**src/bmhq_pkg.sv**
```systemverilog
// Shared types and constants for the binary max-heap priority queue.
`default_nettype none

package bmhq_pkg;

   localparam int PRIO_W    = 16;
   localparam int TAG_W     = 8;
   localparam int DATA_W    = PRIO_W + TAG_W;
   localparam int CNT_W     = 5;
   localparam int CNT_MAX   = (2 ** CNT_W) - 1;
   localparam int POS_W     = CNT_W + 1;
   localparam int DEPTH_DEF = 16;

   localparam logic [CNT_W-1:0] CAP_RESET = CNT_W'(16);

   localparam logic KIND_INSERT  = 1'b0;
   localparam logic KIND_EXTRACT = 1'b1;

   typedef enum logic [1:0] {
      STAT_OK    = 2'd0,
      STAT_FULL  = 2'd1,
      STAT_EMPTY = 2'd2
   } status_type;

   typedef struct packed {
      logic signed [PRIO_W-1:0] prio;
      logic [TAG_W-1:0]         tag;
   } entry_type;

   typedef struct packed {
      status_type               status;
      logic signed [PRIO_W-1:0] prio;
      logic [TAG_W-1:0]         tag;
      logic [CNT_W-1:0]         count;
   } result_type;

endpackage

`default_nettype wire

```
**src/binary_max_heap_queue_top.sv**
```systemverilog
// Flow per word: a full insert or an empty extract goes straight to the result; an insert compares
// with each parent on its way up until it stops or lands in the root; an extract reads the root and
// the last entry, then moves down one level per compare until it stops at a leaf or on a compare.
// Throughput: one word at a time; next word accepted the cycle after the result enters the
// output register. Each level costs a RAM read (two on the way down) plus compare and write.
// Reset: entry count cleared, capacity limit set to 16; heap RAM is left uninitialized.
`default_nettype none

module binary_max_heap_queue_top #(
   parameter int DEPTH = bmhq_pkg::DEPTH_DEF
) (
   input  wire logic                                  clock,
   input  wire logic                                  reset,
   input  wire logic                                  csr_wr_en,
   input  wire logic [bmhq_pkg::CNT_W-1:0]            csr_wr_data,
   input  wire logic                                  req_valid,
   output logic                                       req_ready,
   input  wire logic                                  req_kind,
   input  wire logic signed [bmhq_pkg::PRIO_W-1:0]    req_task_priority,
   input  wire logic [bmhq_pkg::TAG_W-1:0]            req_task_tag,
   output logic                                       rsp_valid,
   input  wire logic                                  rsp_ready,
   output logic [1:0]                                 rsp_status,
   output logic signed [bmhq_pkg::PRIO_W-1:0]         rsp_out_priority,
   output logic [bmhq_pkg::TAG_W-1:0]                 rsp_out_tag,
   output logic [bmhq_pkg::CNT_W-1:0]                 rsp_entry_count
);

   import bmhq_pkg::*;

   localparam logic [CNT_W-1:0] LIMIT_MAX = CNT_W'((DEPTH > CNT_MAX) ? CNT_MAX : DEPTH);

   logic [CNT_W-1:0] cap_ff, cap_in;
   logic [CNT_W-1:0] limit;
   logic             rsp_valid_ff, rsp_valid_in;
   result_type       rsp_ff, rsp_in;
   logic             res_valid;
   logic             res_ready;
   result_type       res;

   assign cap_in = csr_wr_en ? csr_wr_data : cap_ff;
   assign limit  = (cap_ff > LIMIT_MAX) ? LIMIT_MAX : cap_ff;

   // output word register frees the core while the consumer stalls
   assign res_ready = !rsp_valid_ff || rsp_ready;

   always_comb begin
      rsp_in       = rsp_ff;
      rsp_valid_in = rsp_valid_ff;
      if (res_valid && res_ready) begin
         rsp_in       = res;
         rsp_valid_in = 1'b1;
      end else if (rsp_ready) begin
         rsp_valid_in = 1'b0;
      end
   end

   always_ff @(posedge clock) begin
      if (reset) begin
         cap_ff       <= CAP_RESET;
         rsp_valid_ff <= 1'b0;
      end else begin
         cap_ff       <= cap_in;
         rsp_valid_ff <= rsp_valid_in;
      end
      rsp_ff <= rsp_in;
   end

   bmhq_core #(
      .DEPTH (DEPTH)
   ) u_core (
      .clock             (clock),
      .reset             (reset),
      .req_valid         (req_valid),
      .req_ready         (req_ready),
      .req_kind          (req_kind),
      .req_task_priority (req_task_priority),
      .req_task_tag      (req_task_tag),
      .limit             (limit),
      .res_valid         (res_valid),
      .res_ready         (res_ready),
      .res               (res)
   );

   assign rsp_valid        = rsp_valid_ff;
   assign rsp_status       = rsp_ff.status;
   assign rsp_out_priority = rsp_ff.prio;
   assign rsp_out_tag      = rsp_ff.tag;
   assign rsp_entry_count  = rsp_ff.count;

endmodule

`default_nettype wire

```
**src/bmhq_ram.sv**
```systemverilog
// Generic single-write, single-read RAM with registered read data.
`default_nettype none

module bmhq_ram #(
   parameter int WIDTH = 8,
   parameter int DEPTH = 16
) (
   input  wire logic                     clock,
   input  wire logic                     wr_en,
   input  wire logic [$clog2(DEPTH)-1:0] wr_addr,
   input  wire logic [WIDTH-1:0]         wr_data,
   input  wire logic                     rd_en,
   input  wire logic [$clog2(DEPTH)-1:0] rd_addr,
   output logic      [WIDTH-1:0]         rd_data
);

   logic [WIDTH-1:0] mem [DEPTH];

   always_ff @(posedge clock) begin
      if (wr_en) begin
         mem[wr_addr] <= wr_data;
      end
      if (rd_en) begin
         rd_data <= mem[rd_addr];
      end
   end

endmodule

`default_nettype wire

```
**src/bmhq_core.sv**
```systemverilog
// Heap sequencer: insert sift-up and extract sift-down over the entry RAM.
`default_nettype none

module bmhq_core #(
   parameter int DEPTH = bmhq_pkg::DEPTH_DEF
) (
   input  wire logic                                  clock,
   input  wire logic                                  reset,
   input  wire logic                                  req_valid,
   output logic                                       req_ready,
   input  wire logic                                  req_kind,
   input  wire logic signed [bmhq_pkg::PRIO_W-1:0]    req_task_priority,
   input  wire logic [bmhq_pkg::TAG_W-1:0]            req_task_tag,
   input  wire logic [bmhq_pkg::CNT_W-1:0]            limit,
   output logic                                       res_valid,
   input  wire logic                                  res_ready,
   output bmhq_pkg::result_type                       res
);

   import bmhq_pkg::*;

   localparam int AW = $clog2(DEPTH);

   typedef enum logic [8:0] {
      ST_IDLE    = 9'b000000001,
      ST_EX_ROOT = 9'b000000010,
      ST_EX_LAST = 9'b000000100,
      ST_DN_RDL  = 9'b000001000,
      ST_DN_RDR  = 9'b000010000,
      ST_DN_CMP  = 9'b000100000,
      ST_UP_RD   = 9'b001000000,
      ST_UP_CMP  = 9'b010000000,
      ST_FIN     = 9'b100000000
   } state_type;

   state_type        state_ff, state_in;
   logic [CNT_W-1:0] cnt_ff, cnt_in;
   logic [POS_W-1:0] pos_ff, pos_in;
   entry_type        cur_ff, cur_in;
   entry_type        kid_ff, kid_in;
   entry_type        out_ff, out_in;
   status_type       status_ff, status_in;

   logic             mem_we;
   logic             mem_re;
   logic [POS_W-1:0] rd_pos;
   entry_type        wr_entry;
   logic [DATA_W-1:0] mem_rdata;
   entry_type        rd_entry;

   logic [POS_W-1:0] cnt_ext;
   logic [POS_W-1:0] pos_lft;
   logic [POS_W-1:0] pos_rgt;
   logic [POS_W-1:0] pos_up;
   logic             take_l;
   logic             take_r;
   entry_type        best;

   assign rd_entry = entry_type'(mem_rdata);
   assign cnt_ext  = {1'b0, cnt_ff};
   assign pos_lft  = {pos_ff[POS_W-2:0], 1'b1};
   assign pos_rgt  = pos_lft + POS_W'(1);
   assign pos_up   = (pos_ff - POS_W'(1)) >> 1;

   // left child wins ties with the right child; each child wins only if strictly greater than the winner so far
   assign take_l = kid_ff.prio > cur_ff.prio;
   assign best   = take_l ? kid_ff : cur_ff;
   assign take_r = (pos_rgt < cnt_ext) && (rd_entry.prio > best.prio);

   always_comb begin
      state_in  = state_ff;
      cnt_in    = cnt_ff;
      pos_in    = pos_ff;
      cur_in    = cur_ff;
      kid_in    = kid_ff;
      out_in    = out_ff;
      status_in = status_ff;
      mem_we    = 1'b0;
      mem_re    = 1'b0;
      rd_pos    = '0;
      wr_entry  = cur_ff;
      req_ready = 1'b0;
      res_valid = 1'b0;

      unique case (state_ff)
         ST_IDLE: begin
            req_ready = 1'b1;
            if (req_valid) begin
               out_in = '0;
               if (req_kind == KIND_INSERT) begin
                  if (cnt_ff >= limit) begin
                     status_in = STAT_FULL;
                     state_in  = ST_FIN;
                  end else begin
                     status_in = STAT_OK;
                     cur_in    = '{prio: req_task_priority, tag: req_task_tag};
                     pos_in    = cnt_ext;
                     cnt_in    = cnt_ff + CNT_W'(1);
                     state_in  = ST_UP_RD;
                  end
               end else begin
                  if (cnt_ff == '0) begin
                     status_in = STAT_EMPTY;
                     state_in  = ST_FIN;
                  end else begin
                     status_in = STAT_OK;
                     mem_re    = 1'b1;
                     rd_pos    = '0;
                     cnt_in    = cnt_ff - CNT_W'(1);
                     state_in  = ST_EX_ROOT;
                  end
               end
            end
         end
         ST_EX_ROOT: begin
            // root word is on the read port; fetch the last entry
            out_in   = rd_entry;
            mem_re   = 1'b1;
            rd_pos   = cnt_ext;
            state_in = ST_EX_LAST;
         end
         ST_EX_LAST: begin
            cur_in   = rd_entry;
            pos_in   = '0;
            state_in = (cnt_ff == '0) ? ST_FIN : ST_DN_RDL;
         end
         ST_DN_RDL: begin
            if (pos_lft >= cnt_ext) begin
               mem_we   = 1'b1;
               state_in = ST_FIN;
            end else begin
               mem_re   = 1'b1;
               rd_pos   = pos_lft;
               state_in = ST_DN_RDR;
            end
         end
         ST_DN_RDR: begin
            kid_in = rd_entry;
            if (pos_rgt < cnt_ext) begin
               mem_re = 1'b1;
               rd_pos = pos_rgt;
            end
            state_in = ST_DN_CMP;
         end
         ST_DN_CMP: begin
            mem_we = 1'b1;
            if (take_r) begin
               wr_entry = rd_entry;
               pos_in   = pos_rgt;
               state_in = ST_DN_RDL;
            end else if (take_l) begin
               wr_entry = kid_ff;
               pos_in   = pos_lft;
               state_in = ST_DN_RDL;
            end else begin
               state_in = ST_FIN;
            end
         end
         ST_UP_RD: begin
            if (pos_ff == '0) begin
               mem_we   = 1'b1;
               state_in = ST_FIN;
            end else begin
               mem_re   = 1'b1;
               rd_pos   = pos_up;
               state_in = ST_UP_CMP;
            end
         end
         ST_UP_CMP: begin
            mem_we = 1'b1;
            if (rd_entry.prio < cur_ff.prio) begin
               // parent drops into the hole, hole moves up
               wr_entry = rd_entry;
               pos_in   = pos_up;
               state_in = ST_UP_RD;
            end else begin
               state_in = ST_FIN;
            end
         end
         ST_FIN: begin
            res_valid = 1'b1;
            if (res_ready) begin
               state_in = ST_IDLE;
            end
         end
         default: begin
            state_in = ST_IDLE;
         end
      endcase
   end

   assign res = '{status: status_ff, prio: out_ff.prio, tag: out_ff.tag, count: cnt_ff};

   always_ff @(posedge clock) begin
      if (reset) begin
         state_ff <= ST_IDLE;
         cnt_ff   <= '0;
      end else begin
         state_ff <= state_in;
         cnt_ff   <= cnt_in;
      end
      pos_ff    <= pos_in;
      cur_ff    <= cur_in;
      kid_ff    <= kid_in;
      out_ff    <= out_in;
      status_ff <= status_in;
   end

   bmhq_ram #(
      .WIDTH (DATA_W),
      .DEPTH (DEPTH)
   ) u_heap_ram (
      .clock   (clock),
      .wr_en   (mem_we),
      .wr_addr (AW'(pos_ff)),
      .wr_data (wr_entry),
      .rd_en   (mem_re),
      .rd_addr (AW'(rd_pos)),
      .rd_data (mem_rdata)
   );

   a_cnt_bound: assert property (@(posedge clock) disable iff (reset)
      32'(cnt_ff) <= DEPTH)
      else $error("entry count above heap depth");

   a_wr_in_heap: assert property (@(posedge clock) disable iff (reset)
      mem_we |-> (pos_ff < cnt_ext))
      else $error("heap write outside occupied range");

   a_rd_in_heap: assert property (@(posedge clock) disable iff (reset)
      mem_re |-> (rd_pos <= cnt_ext))
      else $error("heap read outside written range");

   a_cnt_on_accept: assert property (@(posedge clock) disable iff (reset)
      !(req_valid && req_ready) |=> $stable(cnt_ff))
      else $error("entry count changed without an accepted word");

endmodule

`default_nettype wire
```
**config.mk**
```make
export PLATFORM = sky130hd
export DESIGN_NAME = binary_max_heap_queue_top
export DESIGN_NICKNAME = d
export VERILOG_FILES = /design/src/bmhq_pkg.sv /design/src/binary_max_heap_queue_top.sv /design/src/bmhq_ram.sv /design/src/bmhq_core.sv
export SDC_FILE = /design/constraint.sdc
export NUM_CORES = 1
export LEC_CHECK = 0
export ABC_AREA = 1
export ABC_CLOCK_PERIOD_IN_PS = 5250
export BUFFER_PORTS_ARGS = -buffer_cell sky130_fd_sc_hd__buf_4
export CAP_MARGIN = 10
export CORE_MARGIN = 3
export CORE_UTILIZATION = 50
export CTS_BUF_LIST = sky130_fd_sc_hd__clkbuf_16
export CTS_CLUSTER_SIZE = 24
export DETAILED_ROUTE_END_ITERATION = 8
export PLACE_DENSITY = 0.77
export SETUP_SLACK_MARGIN = 0.15
export SLEW_MARGIN = 20
export SYNTH_ARGS = -nofsm -noshare
export SYNTH_HDL_FRONTEND = slang
export SYNTH_SLANG_ARGS = --single-unit
export TNS_END_PERCENT = 20
```
**constraint.sdc**
```tcl
create_clock -name clock -period 5.25 [get_ports clock]
set_input_delay 0.525 -clock clock [delete_from_list [all_inputs] [get_ports clock]]
set_output_delay 0.525 -clock clock [all_outputs]
set_load 0.02 [all_outputs]
```
**After elaboration in Yosys (flattened, before gate mapping)**

Memories as Yosys holds them, arrays and structs flattened. A register that Yosys moved wholly into a read port is not among the register bits.
Index checks and enable logic that the tools add are counted.

- Logic and storage cells: 118
- Flip-flop bits (word level): 131
- Memories: 1
- Bits in writable memories: 384

- Equality and inequality tests: 17
- $add $sub $neg: 4
- Magnitude comparators: 7
- Reductions and logical operators: 17
- Muxes and demuxes: 56

Memories:

| memory | words | bits a word | read ports | clocked after Yosys merged registers in | wr ports | RTL line | source |
|---|---|---|---|---|---|---|---|
| u_core.u_heap_ram.mem | 16 | 24 | 1 | 1 | 1 | bmhq_ram.sv:17 | `logic [WIDTH-1:0] mem [DEPTH];` |

Operator list:

| operator | number |
|---|---|
| 2-to-1 mux 24 bit | 7 |
| one-hot mux 24 bit (2 select lines) | 3 |
| 2-to-1 mux 9 bit | 11 |
| one-hot mux 9 bit (9 select lines) | 1 |
| 2-to-1 mux 6 bit | 6 |
| greater-than comparator 16 bit | 2 |
| one-hot mux 6 bit (4 select lines) | 1 |
| 2-to-1 mux 5 bit | 4 |
| less-than comparator 16 bit | 1 |
| one-hot mux 4 bit (4 select lines) | 1 |
| 2-to-1 mux 1 bit | 15 |
| 2-to-1 mux 4 bit | 3 |
| inequality test 2 bit, second input constant | 6 |
| == test 9 x 1 -> 1 bit, second input constant | 1 |
| == test 9 x 2 -> 1 bit, second input constant | 1 |
| == test 9 x 3 -> 1 bit, second input constant | 1 |
| == test 9 x 4 -> 1 bit, second input constant | 1 |
| == test 9 x 5 -> 1 bit, second input constant | 1 |
| == test 9 x 6 -> 1 bit, second input constant | 1 |
| == test 9 x 7 -> 1 bit, second input constant | 1 |
| == test 9 x 8 -> 1 bit, second input constant | 1 |
| == test 9 bit, second input constant | 1 |
| AND reduction 4 bit | 2 |
| adder 6 x 1 -> 6 bit, second input constant | 1 |
| 22 further kinds | 28 |

**Logic depth before layout (Yosys ltp)**

Gate-level depths: netlist (run 1).

- Word-level depth: 7
- Mapped depth: 33
- Mapped depth without buffers: 32

**Cells and area by module**

A second synthesis (run 1) with hierarchy kept.

- Cell total of the unflattened synthesis: 2562
- Area total of the unflattened synthesis: 25364.3 um^2

By module, submodules not included:

| module | times used | area each (um^2) | cells an instance |
|---|---|---|---|
| bmhq_ram | 1 | 17191.5 | 1597 |
| bmhq_core | 1 | 6984.2 | 894 |
| binary_max_heap_queue_top | 1 | 1188.6 | 71 |

**Worst setup path before layout (run 1)**

Ideal clock, no wire load.

- Kind: reg2reg
- Start: register u_core.state_ff[8]
- End: register rsp_ff (netlist bit rsp_entry_count[0]), enable pin
- Setup slack: 1.054 ns
- Required time: 4.753 ns
- Clock period less this slack: 4.196 ns
- Arrival: 3.699 ns
- Path buffers: 1
- Cell stages (with the launch flop): 4
- Cell sequence: dfxtp_1 inv_2 buf_2 nor4_1

- Word-level cells in the longest chain between the ends: 3

Ends and longest elaborated chain:

| item | RTL line | source |
|---|---|---|
| start, declared | bmhq_core.sv:36 | `state_type state_ff, state_in;` |
| start signal, assigned | bmhq_core.sv:199 | `state_ff <= state_in;` |
| == test 9 bit | bmhq_core.sv:85 | `unique case (state_ff)` |
| 2-to-1 mux 1 bit | bmhq_core.sv:85 |  |
| logical AND 1 bit | binary_max_heap_queue_top.sv:50 | `if (res_valid && res_ready) begin` |
| end signal, assigned | binary_max_heap_queue_top.sv:66 | `rsp_ff <= rsp_in;` |
| end, declared | binary_max_heap_queue_top.sv:36 | `result_type rsp_ff, rsp_in;` |

Every way passes these cells.
A chain may end at the register's enable or synchronous reset.

**Worst setup path after layout (run 1)**

- Start: register u_core.cur_ff[23] in the netlist's numbering
- End: memory u_core.u_heap_ram.mem[14][9] in the netlist's numbering (data pin)

- Word-level cells in the longest chain between the ends: 6
- Elaborated cells on any way between the ends: 8

Ends and longest elaborated chain:

| item | RTL line | source |
|---|---|---|
| start, declared | bmhq_core.sv:39 | `entry_type cur_ff, cur_in;` |
| start signal, assigned | bmhq_core.sv:203 | `cur_ff <= cur_in;` |
| greater-than comparator 16 bit | bmhq_core.sv:66 | `assign take_l = kid_ff.prio > cur_ff.prio;` |
| 2-to-1 mux 24 bit | bmhq_core.sv:67, bmhq_core.sv:151 |  |
| greater-than comparator 16 bit | bmhq_core.sv:68 | `assign take_r = (pos_rgt < cnt_ext) && (rd_entry.prio > best.prio);` |
| logical AND 1 bit | bmhq_core.sv:68 |  |
| 2-to-1 mux 24 bit | bmhq_core.sv:147 | `if (take_r) begin` |
| one-hot mux 24 bit (2 select lines) * | bmhq_core.sv:85 |  |
| net u_core.u_heap_ram.wr_data[9] | bmhq_ram.sv:11 | `input wire logic [WIDTH-1:0] wr_data,` |
| end, declared | bmhq_ram.sv:17 |  |

Mark *: on every way through the listed nets, which the timed path passes. The rest lies on a longest branch.

==> results of run 1 <==
## state kept, by name (all words and copies together), names as in the netlist, 2 cells and up
signal,flops
u_core.kid_ff,24
u_core.cur_ff,24
u_core.pos_ff,6
u_core.u_heap_ram.rd_data,24
u_core.res,24
rsp_out_tag,8
u_core.state_ff,9
cap_ff,5
rsp_entry_count,5
rsp_out_priority,16
u_core.status_ff,2
rsp_status,2
u_core.u_heap_ram.mem,384
u_core.cnt_ff,5
## Yosys cell counts (2+ instances only)
cell type	count
nand2_1	719
edfxtp_1	519
nand3_1	286
inv_1	213
nand4_1	97
nor2_1	97
o21ai_0	93
ha_1	67
clkbuf_1	51
buf_2	49
a21oi_1	48
o21ai_1	47
o211ai_1	27
dfxtp_1	20
nor3_1	13
buf_4	8
inv_2	8
nor2_2	6
xor2_1	5
buf_1	4
buf_6	4
nand2_2	3
nor4_1	3
a211oi_1	2
a21o_1	2
a22oi_1	2
nand2_4	2
nand3_2	2
o21a_1	2
xnor2_1	2
## cells by family (layout without fill, tap and decap cells)
logic type                 count (synthesis)  count (layout)  share of synthesized area
and+or+nand+nor                         1235            1235                      0.216
adders and majority gates                 68              68                     0.0345
buffers and inverters                    340             441                     0.0563
DFF                                      539             539                      0.642
xor gates and xnor gates                   7               7                    0.00246
AOI/OAI and AO/OA                        225             225                     0.0489
## timing repair
item	in CTS	in global routing
endpoints found under the setup margin	0	390
resized for setup	0	21
setup buffers	0	2
## how the worst min path moves through the flow
stage | startpoint | endpoint | slack (ns) | cells past startpoint
after floorplan | u_core.res[13] | rsp_out_priority[0] | 0.40 | 0
after global placement | u_core.res[26] | rsp_out_priority[13] | 0.40 | 0
after detailed placement | u_core.res[18] | rsp_out_priority[5] | 0.40 | 0
after CTS | csr_wr_data[4] | cap_ff[4] | 0.12 | 3
after global routing | csr_wr_data[4] | cap_ff[4] | 0.14 | 3
final | csr_wr_data[4] | cap_ff[4] | 0.14 | 3
## per-stage QoR
stage	cells	hold WS, ns
floorplan	2414	0.400
global placement	3082	0.401
detailed placement	3082	0.405
CTS	3177	0.120
global route	3179	0.141
finish	3179	0.140
## report_power, final
| part | leakage (uW) | internal, uW | switching, uW |
|---|---|---|---|
| sequential | 0.00487 | 5660 | 298 |
| clock | 0.000862 | 2130 | 1650 |
| combinational | 0.00535 | 1040 | 2830 |
## layer usage
layer | share of wire | vias up | global-route usage
li1 | - | 8453 | -
met1 | 0.38 | 8768 | 0.351
met2 | 0.46 | 1152 | 0.399
met3 | 0.12 | 195 | 0.0430
met4 | 0.042 | 0 | 0.122
met5 | 0 | - | 0
## worst max-delay path: stages, from the launching register on
cell and delay, ns:
edfxtp_1 0.38, inv_1 0.09, ha_1 0.36, nand4_1 0.16
nor2_1 0.21, nand2_1 0.10, nand3_1 0.24, nand3_2 0.27
buf_4 0.29, o21ai_0 0.26, ha_1 0.33, a21oi_1 0.14
o21ai_0 0.10, nor2_1 0.15, nand3_1 0.09, nand3_1 0.13
clkinv_2 0.41, a21oi_1 0.27, nand2_1 0.09, nand3_1 0.52
## layout make-up
class	instances	area (um2)	area share
sequential	539	16000	0.570
multi-input combinational	1535	7690	0.274
clock buffer	51	1280	0.0455
timing repair buffer	123	961	0.0343
inverter	223	841	0.0300
tap	664	831	0.0296
clock inverter	44	453	0.0162
## cell usage in the layout (no fill, tap or decap), types with 12 or more instances in the layout
cell / instances
edfxtp_1: 519
a21oi_1: 46
ha_1: 67
nand3_2: 20
nand3_1: 267
nor2_2: 20
o21ai_0: 93
nand4_1: 97
o211ai_1: 27
dfxtp_1: 20
clkbuf_16: 51
nand2_1: 719
inv_1: 220
nor2_1: 82
o21ai_1: 47
nor3_1: 13
buf_4: 120
clkinv_2: 12
==> results.toml, run 1 <==
[logic_synthesis]
syn_avg_cell_area_um2 = 10.3
yosys.area.top_type = "edfxtp_1"
synthArstFlopShare = 0
seq_area_frac_synth = 0.642
synth_area_um2 = 24900
synth_edf_count = 519
yosysUniqueCellTypes = 43
ys_top_cells_by_area = "edfxtp_1 63%, nand2_1 11%, nand3_1 5.7%, ha_1 3.4%, inv_1 3.2%"
ys_warn_count = 0
syn-instance-count = 2414
synthFlopType = "edfxtp_1"
synth_top_area_frac = 0.626
syn_nets = 2517
yosys_register_bits = 539

[layout]
area_growth_pct = 12.6
finish.instance_area_um2 = 28000
drive_above_1_share = 0.105
fillers = 3943
n_antenna_cell = 0
fin_nets = 2576
postLayoutCoreUtil = 0.572

[floorplanning]
ios = 68
initial_utilization = 0.508
dieHeight_um = 229
die_x_um = 229
core-area_um2 = 49100
die_area_um2 = 52500
fp-row-count = 81

[timing]
slew_violations = 0
relSlewSlack = 0.336
fin_crit_ns = 4.89
hold_viol = 0
finClkSkew_ns = 0.0297
setup_ws_ns = 0.356
max_freq_ghz = 0.204
final.period_utilization = 0.932
rsz0062_at_grt = "true"
worst_pin_slew_ns = 0.995
tns_ns = 0
setup_viol = 0

[grt]
grt_overflow = 0
grt_max_degree = 73
grt_pass1_vias = 18089
antenna_found_initial = 0
grt.total_usage = 0.255
grt_pass1_wl_mm = 104

[power]
power.density_nw_per_um2 = 485
power_uw = 13600
vdd.ir_drop.worst_uv = 293
leakage_uw = 0.0111

[place]
io_buffers = 67
dpl.hpwl_mm = 39.5
place_area_um2 = 26200
place_ws_ns = 0.219
gp_congestion = 0.918

[critical_path]
cp.required_ns = 5.58
reg2reg_to = "u_core.u_heap_ram.mem[14][9]"
cp_max_fo = 26
rr_startpoint = "u_core.cur_ff[23]"
critical_path_class = "flip-flop to flip-flop"
critPathLaunch = "u_core.cur_ff[23]"
crit_arrival_ns = 5.23
endpoint_kind = "flip-flop"
rrSetupSlack_ns = 0.36
cp-endpoint = "u_core.u_heap_ram.mem[14][9]"
start_kind = "flip-flop"
ff2ff_path_depth = 19

[routing]
drc = 0
via_per_inst = 5.84
drt_iter0_markers = 2296
ant_nets = 0
dr.pass1.iters = 5
route.vias.total = 18568
avgRoutedWirePerCell_um = 21.4
finalWirelength_mm = 67.9

[clocking]
cts_max_level = 2
clk_latency_ns = 0.63
holdBufCountCts = 0
cts_buffer_depth = 3
clk_pin_slew_ns = 0.07
cts_tree = "done"
cts_buffers = 51
clock-sinks = 539
clock-root-buffer = "clkbuf_16"

[job]
maxCapViolCount = 0

[worst_hold_path]
hold_path_class = "primary input to flip-flop"

[outcome]
status = "complete, no violations"
Power figures use the tool's default switching activity.
==> inputs of run 2 (changes only) <==
--- a/config.mk
+++ b/config.mk
@@ -10,11 +10,11 @@
 export BUFFER_PORTS_ARGS = -buffer_cell sky130_fd_sc_hd__buf_4
 export CAP_MARGIN = 10
 export CORE_MARGIN = 3
-export CORE_UTILIZATION = 50
+export CORE_UTILIZATION = 35
 export CTS_BUF_LIST = sky130_fd_sc_hd__clkbuf_16
 export CTS_CLUSTER_SIZE = 24
 export DETAILED_ROUTE_END_ITERATION = 8
-export PLACE_DENSITY = 0.77
+export PLACE_DENSITY = 0.61
 export SETUP_SLACK_MARGIN = 0.15
 export SLEW_MARGIN = 20
 export SYNTH_ARGS = -nofsm -noshare
==> results.toml, run 2 (synthesis results as in run 1) <==
[layout]
drive_above_1_share = 0.101
fillers = 6693
layout_commonest_cell = "nand2_1"
n_antenna_cell = 0
multi_input_area_um2 = 7620
area_growth_pct = 14.3
seqCellArea_um2 = 16000
largest_reg_flops = 384
fin_nets = 2575
top_register = "u_core.u_heap_ram.mem"
final_cell_mix = "719 x nand2_1, 519 x edfxtp_1, 284 x nand3_1"
postLayoutCoreUtil = 0.405

[grt]
grt_pass1_vias = 17297
grt_overflow = 0
grt.total_usage = 0.184
grt_pass1_wl_mm = 105
antenna_found_initial = 3
grt_max_degree = 139

[routing]
route.vias.total = 18079
drt_iter0_markers = 1822
avgRoutedWirePerCell_um = 20.1
drc = 0
finalWirelength_mm = 69.4
via_per_inst = 5.23
ant_nets = 0
dr.pass1.iters = 6

[place]
io_buffers = 67
dpl.hpwl_mm = 40.8
place_ws_ns = 0.414
gp_congestion = 0.906

[clocking]
clock-root-buffer = "clkbuf_16"
holdBufCountCts = 0
clk_latency_ns = 0.63
cts_tree = "done"
cts_buffers = 54
cts_buffer_depth = 3
clk_pin_slew_ns = 0.06
cts_max_level = 2
clock-sinks = 539

[timing]
worst_pin_slew_ns = 1.17
finClkSkew_ns = 0.0188
hold_viol = 0
slew_violations = 0
max_freq_ghz = 0.208
rsz0062_at_grt = "true"
setup_viol = 0
setup_ws_ns = 0.451
tns_ns = 0
relSlewSlack = 0.219
final.period_utilization = 0.914
fin_crit_ns = 4.80

[critical_path]
critPathMaxStageDelay_ns = 0.52
slowest_stage = "nand3_1"
cp_max_fo = 26
critical_path_class = "flip-flop to flip-flop"
endpoint_kind = "flip-flop"
cp.required_ns = 5.39
start_kind = "flip-flop"
crit_arrival_ns = 4.94
path_cells = "inv_1 -> ha_1 -> a21oi_1 -> o21ai_0 -> nor2_1 -> nand3_1 -> nand3_1 -> buf_4 -> o21ai_0 -> ha_1 -> a21oi_1 -> o21ai_0 -> nor2_1 -> nand2_1 -> nand2_1 -> nand3_1 -> inv_2 -> a21oi_1 -> nand2_1 -> nand3_1"
cp_common_cell = "nand3_1"

[floorplanning]
dieHeight_um = 273
die_x_um = 273
ios = 68
core-area_um2 = 70300
die_area_um2 = 74400
initial_utilization = 0.354
fp-row-count = 97

[power]
clkPwrFrac = 0.297
swShare = 0.345
switchingPower_uw = 4780
power_uw = 13900
leakage_uw = 0.0111
vdd.ir_drop.worst_uv = 245
power_frac_seq = 0.431
power.density_nw_per_um2 = 487
comb_power_share = 0.272
p_int_uw = 9090

[outcome]
status = "complete, no violations"

[worst_hold_path]
hold_path_class = "primary input to flip-flop"

[job]
maxCapViolCount = 0
==> run 2: per-stage QoR <==
stage,hold WS [ns],cells,cell area [um2]
2_1_floorplan,0.400,2414,24900
3_3_place_gp,0.402,3354,26500
3_5_place_dp,0.407,3354,26500
4_1_cts,0.0833,3456,28400
5_1_grt,0.105,3458,28500
6_report,0.114,3458,28500
==> run 2: layer usage <==
layer	part of all wire	global-route usage	up-vias	wire length, um
li1	-	-	8478	-
met1	0.42	0.246	8697	29100
met2	0.46	0.299	749	32300
met3	0.083	0.0327	153	5750
met4	0.033	0.0655	2	2300
met5	0.00019	0	-	13
==> run 2: final cells by class <==
| class | instances | share of cell area |
|---|---|---|
| Clock buffer | 55 | 0.0484 |
| Inverter | 223 | 0.0295 |
| Tap cell | 940 | 0.0413 |
| Clock inverter | 47 | 0.0189 |
| Multi-Input combinational cell | 1535 | 0.268 |
| Timing Repair Buffer | 119 | 0.0327 |
| Sequential cell | 539 | 0.562 |
==> run 2: timing repair <==
action	CTS	global route
setup endpoints to repair	0	253
buffers inserted	0	2
resized for setup	0	2
==> run 2: power by group through the flow <==
stage	Sequential [uW]	Clock, uW	Combinational [uW]
global placement	6050	0	3660
CTS	5970	4180	3730
finish	5980	4120	3770
floorplan	5920	0	2540
global route	6010	4340	4250
detailed placement	6060	0	3710
==> run 2: worst max-delay path, delay by kind of cell (launching register included) <==
kind | cells | cell delay, ns
and+or+nand+nor | 9 | 1.56
buffers and inverters | 3 | 0.86
AOI/OAI and AO/OA | 6 | 0.76
adders and majority gates | 2 | 0.68
DFF | 1 | 0.42
==> run 2: final timing paths <==
path	slack, ns	to	cells past startpoint	startpoint
worst max register to register	0.45	u_core.u_heap_ram.mem[8][17]	20	u_core.cur_ff[23]
worst min-delay path	0.11	cap_ff[4]	3	csr_wr_data[4]
worst min register to register	0.42	rsp_out_priority[9]	0	u_core.res[22]
worst max-delay path	0.45	u_core.u_heap_ram.mem[8][17]	20	u_core.cur_ff[23]
==> inputs of run 3 (changes only) <==
--- a/config.mk
+++ b/config.mk
@@ -5,7 +5,6 @@
 export SDC_FILE = /design/constraint.sdc
 export NUM_CORES = 1
 export LEC_CHECK = 0
-export ABC_AREA = 1
 export ABC_CLOCK_PERIOD_IN_PS = 5250
 export BUFFER_PORTS_ARGS = -buffer_cell sky130_fd_sc_hd__buf_4
 export CAP_MARGIN = 10
==> results.toml, run 3 <==
[clocking]
cts_tree = "done"
cts_buffers = 52
cts_max_level = 2
clock-sinks = 539
clk_latency_ns = 0.61
clock-root-buffer = "clkbuf_16"
clk_pin_slew_ns = 0.06
cts_buffer_depth = 3

[critical_path]
slowest_stage = "a221o_2"
ff2ff_path_depth = 19
start_kind = "flip-flop"
path_cells = "inv_1 -> ha_1 -> nand4_1 -> or2_2 -> o32ai_2 -> o21ai_2 -> buf_4 -> mux2i_2 -> ha_1 -> a21o_1 -> a211oi_1 -> o21ai_0 -> a211oi_1 -> a221o_1 -> buf_4 -> a2bb2o_1 -> buf_4 -> and2_1 -> a221o_2"
critPathMaxStageDelay_ns = 0.41
endpoint_kind = "flip-flop"
crit_arrival_ns = 5.23
critical_path_class = "flip-flop to flip-flop"
cp.required_ns = 5.56
cp_common_cell = "buf_4"
cp_max_fo = 16

[timing]
rsz0062_at_grt = "false"
max_freq_ghz = 0.204
relSlewSlack = 0.253
tns_ns = 0
hold_viol = 0
slew_violations = 0
final.period_utilization = 0.936
worst_pin_slew_ns = 1.12
setup_viol = 0
finClkSkew_ns = 0.0207
fin_crit_ns = 4.91

[layout]
drive_above_1_share = 0.200
fin_nets = 1718
final_cell_mix = "519 x edfxtp_1, 163 x mux2i_1, 124 x buf_4"
postLayoutCoreUtil = 0.408
area_growth_pct = 15.1
largest_reg_flops = 384
finish.instance_area_um2 = 27000
n_antenna_cell = 0
top_register = "u_core.u_heap_ram.mem"
layout_commonest_cell = "edfxtp_1"

[logic_synthesis]
yosysMostFrequentCell = "edfxtp_1"
ys_warn_count = 0
synth_edf_count = 519
yosys_register_bits = 539
synthFlopType = "edfxtp_1"
yosysUniqueCellTypes = 65
seq_area_frac_synth = 0.681
synth_area_um2 = 23500
syn-instance-count = 1503
syn_nets = 1606
syn_avg_cell_area_um2 = 15.6
synthArstFlopShare = 0
synth_top_area_frac = 0.664
yosys.area.top_type = "edfxtp_1"
synth_commonest_cells = "519 x edfxtp_1, 164 x mux2i_1, 73 x mux2_2"
ys_top_cells_by_area = "edfxtp_1 66%, mux2i_1 7.0%, ha_1 3.6%, mux2_2 3.5%, a211oi_1 2.3%"

[routing]
via_per_inst = 5.21
drc = 0
finalWirelength_mm = 55.3
dr.pass1.iters = 5
drt_iter0_markers = 1047
route.vias.total = 13110
avgRoutedWirePerCell_um = 22.0
ant_nets = 0

[floorplanning]
dieHeight_um = 265
fp-row-count = 94
core-area_um2 = 66100
die_area_um2 = 70200
initial_utilization = 0.355
ios = 68
die_x_um = 265

[place]
place_area_um2 = 25200
dpl.hpwl_mm = 33.1
gp_congestion = 0.879
io_buffers = 67

[grt]
grt_max_degree = 56
antenna_found_initial = 1
grt_pass1_vias = 12977
grt.total_usage = 0.155
grt_pass1_wl_mm = 82.0
grt_overflow = 0

[worst_hold_path]
hold_depth = 3
hold_path_class = "primary input to flip-flop"

[job]
maxCapViolCount = 0

[power]
leakage_uw = 0.00995
power.density_nw_per_um2 = 418
vdd.ir_drop.worst_uv = 265

[outcome]
status = "complete, no violations"
-- run 3: changes by cell type after synthesis, sizes merged, moves of 74 or more --
cell and change:
nand3 -280, inv -187, nand4 -81, o21ai -109, mux2i +164, nand2 -690
a211oi +74
-- run 3: final cells by class --
cell class	instances	area, um2
Fill cell	5979	39100
Sequential cell	539	16000
Multi-Input combinational cell	853	7030
Clock buffer	52	1300
Timing Repair Buffer	132	1080
Tap cell	864	1080
Clock inverter	39	380
Inverter	37	139
-- run 3: report_power, final --
group / switching, uW / total (uW) / internal [uW]
logic: 1320 / 2190 / 877
registers: 217 / 5380 / 5160
clock network: 1570 / 3710 / 2140
-- run 3: metrics by stage --
stage / instances / power (uW) / worst slack (ns) / hold slack (ns)
2_1_floorplan: 1503 / 6990 / 0.362 / 0.400
3_3_place_gp: 2415 / 7580 / 0.311 / 0.403
3_5_place_dp: 2417 / 7620 / 0.240 / 0.405
4_1_cts: 2508 / 11400 / 0.192 / 0.133
5_1_grt: 2516 / 11800 / 0.122 / 0.168
6_report: 2516 / 11300 / 0.338 / 0.166
-- run 3: final timing paths --
kind,from,end,slack [ns]
worst min register to register,u_core.res[11],rsp_out_tag[6],0.41
worst max-delay path,u_core.cur_ff[23],u_core.u_heap_ram.mem[8][5],0.34
worst min-delay path,csr_wr_data[0],cap_ff[0],0.17
worst max register to register,u_core.cur_ff[23],u_core.u_heap_ram.mem[8][5],0.34
-- run 3: metal layers --
| metal | vias up | routed length (um) | part of all wire | GRT usage |
|---|---|---|---|---|
| met4 | 0 | 1310 | 0.024 | 0.0481 |
| met1 | 6603 | 24600 | 0.45 | 0.208 |
| li1 | 6101 | - | - | - |
| met5 | - | 0 | 0 | 0 |
| met2 | 329 | 26700 | 0.48 | 0.260 |
| met3 | 77 | 2660 | 0.048 | 0.0220 |
-- run 3: logic make-up (layout without fill, tap and decap cells) --
kind of cell    count (synthesis)  after routing  synth area share
flops                         539            539             0.681
compound gates                290            291            0.0878
simple gates                  242            242            0.0566
mux                           237            237             0.105
buf+inv                       112            260            0.0270
fa+ha+maj                      68             68            0.0366
xor+xnor                       15             15           0.00560
-- run 3: timing repair --
action,4_1_cts,5_1_grt
buffers inserted,0,7
endpoints found under the setup margin,0,327
hold buffers,0,0
resized for setup,0,22
-- run 3: critical path: cells and delay by family (launching register included) --
family | cells | cell delay, ns
and+or+nand+nor | 3 | 0.70
AOI/OAI and AO/OA | 9 | 2.06
buffers and inverters | 4 | 0.63
adders and majority gates | 2 | 0.61
muxes | 1 | 0.22
DFF | 1 | 0.40
